[config.mk]
export PLATFORM = sky130hd
export DESIGN_NAME = dcor3_ram
export DESIGN_NICKNAME = d
export VERILOG_FILES = /design/src/sv/dcor3_ram.sv
export SDC_FILE = /design/constraint.sdc
export NUM_CORES = 1
export LEC_CHECK = 0
export BUFFER_PORTS_ARGS = -buffer_cell sky130_fd_sc_hd__buf_4
export CORE_MARGIN = 2
export CORE_UTILIZATION = 54
export DETAILED_ROUTE_END_ITERATION = 10
export HOLD_SLACK_MARGIN = 0.08
export PLACE_DENSITY = 0.74
export SETUP_SLACK_MARGIN = 0.3
export SLEW_MARGIN = 20
export SYNTH_ARGS = -nofsm -noshare
export SYNTH_HDL_FRONTEND = slang
export SYNTH_SLANG_ARGS = --single-unit
[constraint.sdc]
create_clock -name clk_i -period 1.6 [get_ports clk_i]
set_input_delay 0.08 -clock clk_i [delete_from_list [all_inputs] [get_ports clk_i]]
set_output_delay 0.08 -clock clk_i [all_outputs]
set_load 0.005 [all_outputs]
[src/sv/dcor3_ram.sv]
// ----------------------------------------------------------------------------
// dcor3_ram: generic single-port-write, single-port-read RAM
// One write and one registered read per cycle.
// ----------------------------------------------------------------------------
`timescale 1ns / 1ps
`default_nettype none
module dcor3_ram #(
  parameter int Width = 8,
  parameter int Depth = 16
) (
  input  wire logic                     clk_i,
  input  wire logic                     we_i,
  input  wire logic [$clog2(Depth)-1:0] waddr_i,
  input  wire logic [Width-1:0]         wdata_i,
  input  wire logic [$clog2(Depth)-1:0] raddr_i,
  output logic      [Width-1:0]         rdata_o
);

  logic [Width-1:0] mem [Depth];

  always_ff @(posedge clk_i) begin
    if (we_i) begin
      mem[waddr_i] <= wdata_i;
    end
    rdata_o <= mem[raddr_i];
  end

endmodule
`default_nettype wire

=== Word-level counts from Yosys, hierarchy flattened ===
Memory sizes are Yosys's and may differ from the RTL's. A register that Yosys moved wholly into a read port is not among the register bits.
Cells that the tools add are included.

* Add/sub/neg operators: 0
* $mul: 0
* Div/mod/pow operators: 0
* $lt $le $gt $ge: 0
* Eq/ne operators: 0
* Shifts and indexed selects: 0
* Multiplexer cells: 2
* Bitwise operators: 0
* Reduce and logical (&&, ||, !) cells: 0

{| class="wikitable"
|+ Operators by type and width
! cell !! count
|-
| $mux 1 || 2
|}

* Register bits: 0
* Bits in latches: 0
* Memory bits (writable): 128
* Memory bits (read-only): 0
* Bits of input ports: 18
* Output and inout bits: 8
* Logic and storage cells: 3
* Memories: 1

{| class="wikitable"
|+ Memories
! memory !! words !! width !! rd ports !! clocked after Yosys merged registers in !! write ports !! RTL line !! RTL
|-
| mem || 16 || 8 || 1 || 1 || 1 || 19 || <nowiki>logic [Width-1:0] mem [Depth];</nowiki>
|}

=== Longest topological paths before layout ===
* Depth after elaboration: 2
* Gate-level depth with buffers: 5
* Depth with buffers taken out: 3

=== Least setup slack after synthesis ===
OpenSTA, ideal clock, no wires.

* Path kind: input port to flip-flop
* Start point: input waddr_i[2]
* End point: memory mem[0][0] (enable)
* Data arrival time: 1.190 ns
* Setup slack: 0.027 ns
* Cell stages on the path: 2
* Path buffers: 0
* Cells stage by stage: or3b_2 -> nor3_1

{| class="wikitable"
|+ RTL lines
! item !! RTL line !! RTL
|-
| from (decl) || 13 || <nowiki>input wire logic [$clog2(Depth)-1:0] waddr_i,</nowiki>
|-
| to (decl) || 19 ||
|}

No word-level cell before the write port.

==> metrics.csv <==
stage;metric;value;unit
clock_network;Clock transition at path regs;0.06;ns
cells_and_area;fillers;583;
drt;drt wl/cell;22.7;um
synthesis;post-synthesis async set-or-reset flop share;0;
sta;setup TNS;0;ns
sta;RSZ-0062 raised after global routing;yes;
worst_setup_path;CP max FO;1;
sta;Worst-Margin Slew;0.471;ns
clock_network;H-tree level count;4;
drt;drt drc;0;
floorplan;DIE AREA;0.0103;mm2
clock_network;clk_lat worst skew;0.51;ns
place;HPWL Detailed;6090;um
synthesis;register area share after synthesis;0.778;
drt;met3 wire length;568;um
drt;initial drt markers;234;
pwr;Max VDD drop;0.000904;V
worst_setup_path;R2R Path Start;mem[2][6];
synthesis;number of synthesized flops with an enable pin;128;
sta;hold slack;0.117;ns
synthesis;Synth area leaders;edfxtp_1 75%, mux4_2 7.9%, mux4_1 7.1%;
synthesis;Synth Instances;229;
drt;Max Used Layer;met4;
floorplan;starting density of the core;0.557;
worst_setup_path;WS Path Type;flip-flop to flip-flop;
drt;DRT met1 WL;4340;um
worst_setup_path;CP Data Required Time;1.99;ns
sta;Slew headroom;0.686;
synthesis;cell taking the most area after synthesis;edfxtp_1;
synthesis;mux share of post-synthesis cell area;0.150;
synthesis;Unique masters post-synth;19;
job;maxcap violations;0;
sta;Max Clk Rate;754;MHz
worst_setup_path;Setup crit end;rdata_o[6];
pwr;Tot Pwr;0.00832;W
synthesis;Yosys reg bits;136;
worst_setup_path;number of cells on the worst reg-to-reg path;3;
synthesis;Synth Flop Type;edfxtp_1;
sta;min cycle time layout;1.33;ns
floorplan;Rows;35;
synthesis;Syn Area/Cell;22.5;um2
synthesis;Simple-Gate Fraction of Synth Area;0.0318;
cells_and_area;final core occ;0.692;
pwr;Leak Pwr;2.20;nW
cells_and_area;# nets final;321;
drt;vias post-DR;2500;
floorplan;Die X;102;um
worst_setup_path;Critical Path Source Type;flip-flop;
clock_network;TritonCTS Buffers;17;
global_route;initial antenna violation count;0;
synthesis;syn_nets;247;
run_status;outcome;complete, no violations;
drt;router iterations before antenna repair;4;
global_route;largest net degree at the start of global routing;27;
clock_network;CTS tree;yes;
cells_and_area;share of cells above drive strength 1;0.361;
worst_setup_path;Worst EP arrival;1.72;ns
clock_network;Post-CTS Setup Bufs;0;
worst_setup_path;setup slack, reg-to-reg;0.27;ns
sta;Final Hold Vio Count;0;
floorplan;core area;0.00924;mm2
global_route;Remaining Overflow, GRT;0;
cells_and_area;Area growth syn-to-layout;24.3;%
synthesis;Post-Synth Adder-Cell Area;0;
worst_setup_path;crit end category;flip-flop;
clock_network;clock sinks;136;
synthesis;top cell type's share of synthesized area;0.747;
place;RePlAce Congestion;0.730;
pwr;Pwr Density;1300;mW/mm2
drt;antenna viol nets, final;0;
synthesis;Compound-Gate Fraction of Synth Area;0.0233;
global_route;first-pass GRT wire length;15500;um
drt;met2 WL;5070;um
sta;crit share post-route;0.829;
floorplan;I/O pin count;26;
sta;Final Max Slew Viols;0;
clock_network;CTS Root Cell;clkbuf_8;
synthesis;largest family of logic cells by synthesized area;multiplexers;
synthesis;Synth Area in XOR/XNOR;0;
synthesis;top cells by count, synth;128 x edfxtp_1, 18 x mux4_2, 16 x a22oi_1;
clock_network;Clock Path Buffers;2;
floorplan;height of the die;102;um
sta;clk_skew;0.00690;ns
worst_setup_path;crit path from;mem[2][6];
synthesis;Synth warnings;0;
global_route;aggregate global-route resource usage;0.218;
drt;Routed WL;10100;um
synthesis;most common cell in the netlist;edfxtp_1;
sta;Final setup violation count;0;
global_route;vias in the first global route;2618;
min_path;Hold Path Class;input port to flip-flop;
drt;via/cell ratio;5.62;
worst_setup_path;Crit Reg-Reg Endpoint;rdata_o[6];
cells_and_area;Diodes inserted;0;
synthesis;mapped cell area;0.00515;mm2
place;Port Buffers;25;
[sequential cells by signal (all words and copies together) (netlist names)]
signal,cells
mem,128
rdata_o,8
[report_power, final]
group | internal [W] | switching, W | leakage [nW]
combinational | 0.000221 | 0.000214 | 0.687
sequential | 0.00398 | 0.0000296 | 1.22
clock | 0.00243 | 0.00145 | 0.287
total | 0.00663 | 0.00169 | 2.20
[timing repair]
item | 4_1_cts | 5_1_grt
hold buffers | 13 | 0
gates cloned | 0 | 0
endpoints found under the hold margin | 140 | 0
resized for setup | 6 | 5
pin swaps | 2 | 6
setup endpoints to repair | 8 | 8
[logic make-up (layout without fill, tap and decap cells)]
kind of cell | count (synthesis) | count (layout)
flip-flops | 136 | 136
multiplexers | 32 | 32
buffers and inverters | 10 | 97
AND/OR/NAND/NOR | 35 | 35
AO/OA/AOI/OAI | 16 | 16
[layout by cell type (no fill, tap or decap), drive strengths merged]
cell type    Yosys  layout
edfxtp         128     128
buf              7      52
mux4            32      32
clkbuf           0      18
a22oi           16      16
nor2            13      13
dlygate4sd3      0      13
nand2            9       9
dfxtp            8       8
clkinv           0       5
nor3             4       4
clkinvlp         0       3
bufinv           0       3
inv              0       3
nand3b           2       2
nand2b           2       2
nor2b            1       1
and2             1       1
and2b            1       1
nand3            1       1
or3b             1       1
[critical path, stage by stage, from the launching register on]
cell and delay [ns]:
edfxtp_1 0.40, mux4_2 0.50, a22oi_2 0.21, nand2_1 0.09
[how the worst min path moves through the flow]
stage / depth (start not counted) / startpoint / endpoint
after global placement: 1 / wdata_i[6] / mem[6][6]
after CTS: 3 / waddr_i[0] / mem[8][6]
after global routing: 3 / waddr_i[0] / mem[8][6]
final: 3 / waddr_i[0] / mem[8][5]
after detailed placement: 1 / wdata_i[6] / mem[6][6]
after floorplan: 0 / wdata_i[0] / mem[0][0]
[cell type report]
cell class / count / area, um2 / share of cell area
Sequential cell: 136 / 4000 / 0.626
Tap cell: 129 / 161 / 0.0252
Timing Repair Buffer: 65 / 558 / 0.0872
Clock buffer: 18 / 428 / 0.0669
Clock inverter: 14 / 173 / 0.0270
Multi-Input combinational cell: 83 / 1070 / 0.168
[routing by layer]
layer / track usage / vias to the layer above
met1: 0.306 / 1286
met2: 0.338 / 88
met4: 0.0811 / 0
met5: 0 / -
li1: - / 1115
met3: 0.0518 / 11
[stage by stage]
| stage | area (um2) | cells | worst slack, ns |
|---|---|---|---|
| 3_3_place_gp | 5660 | 400 | 0.128 |
| 6_report | 6400 | 445 | 0.273 |
| 5_1_grt | 6400 | 445 | 0.242 |
| 4_1_cts | 6410 | 445 | 0.278 |
| 3_5_place_dp | 5660 | 400 | 0.105 |
| 2_1_floorplan | 5150 | 229 | 0.254 |
Power figures use the tool's default switching activity.
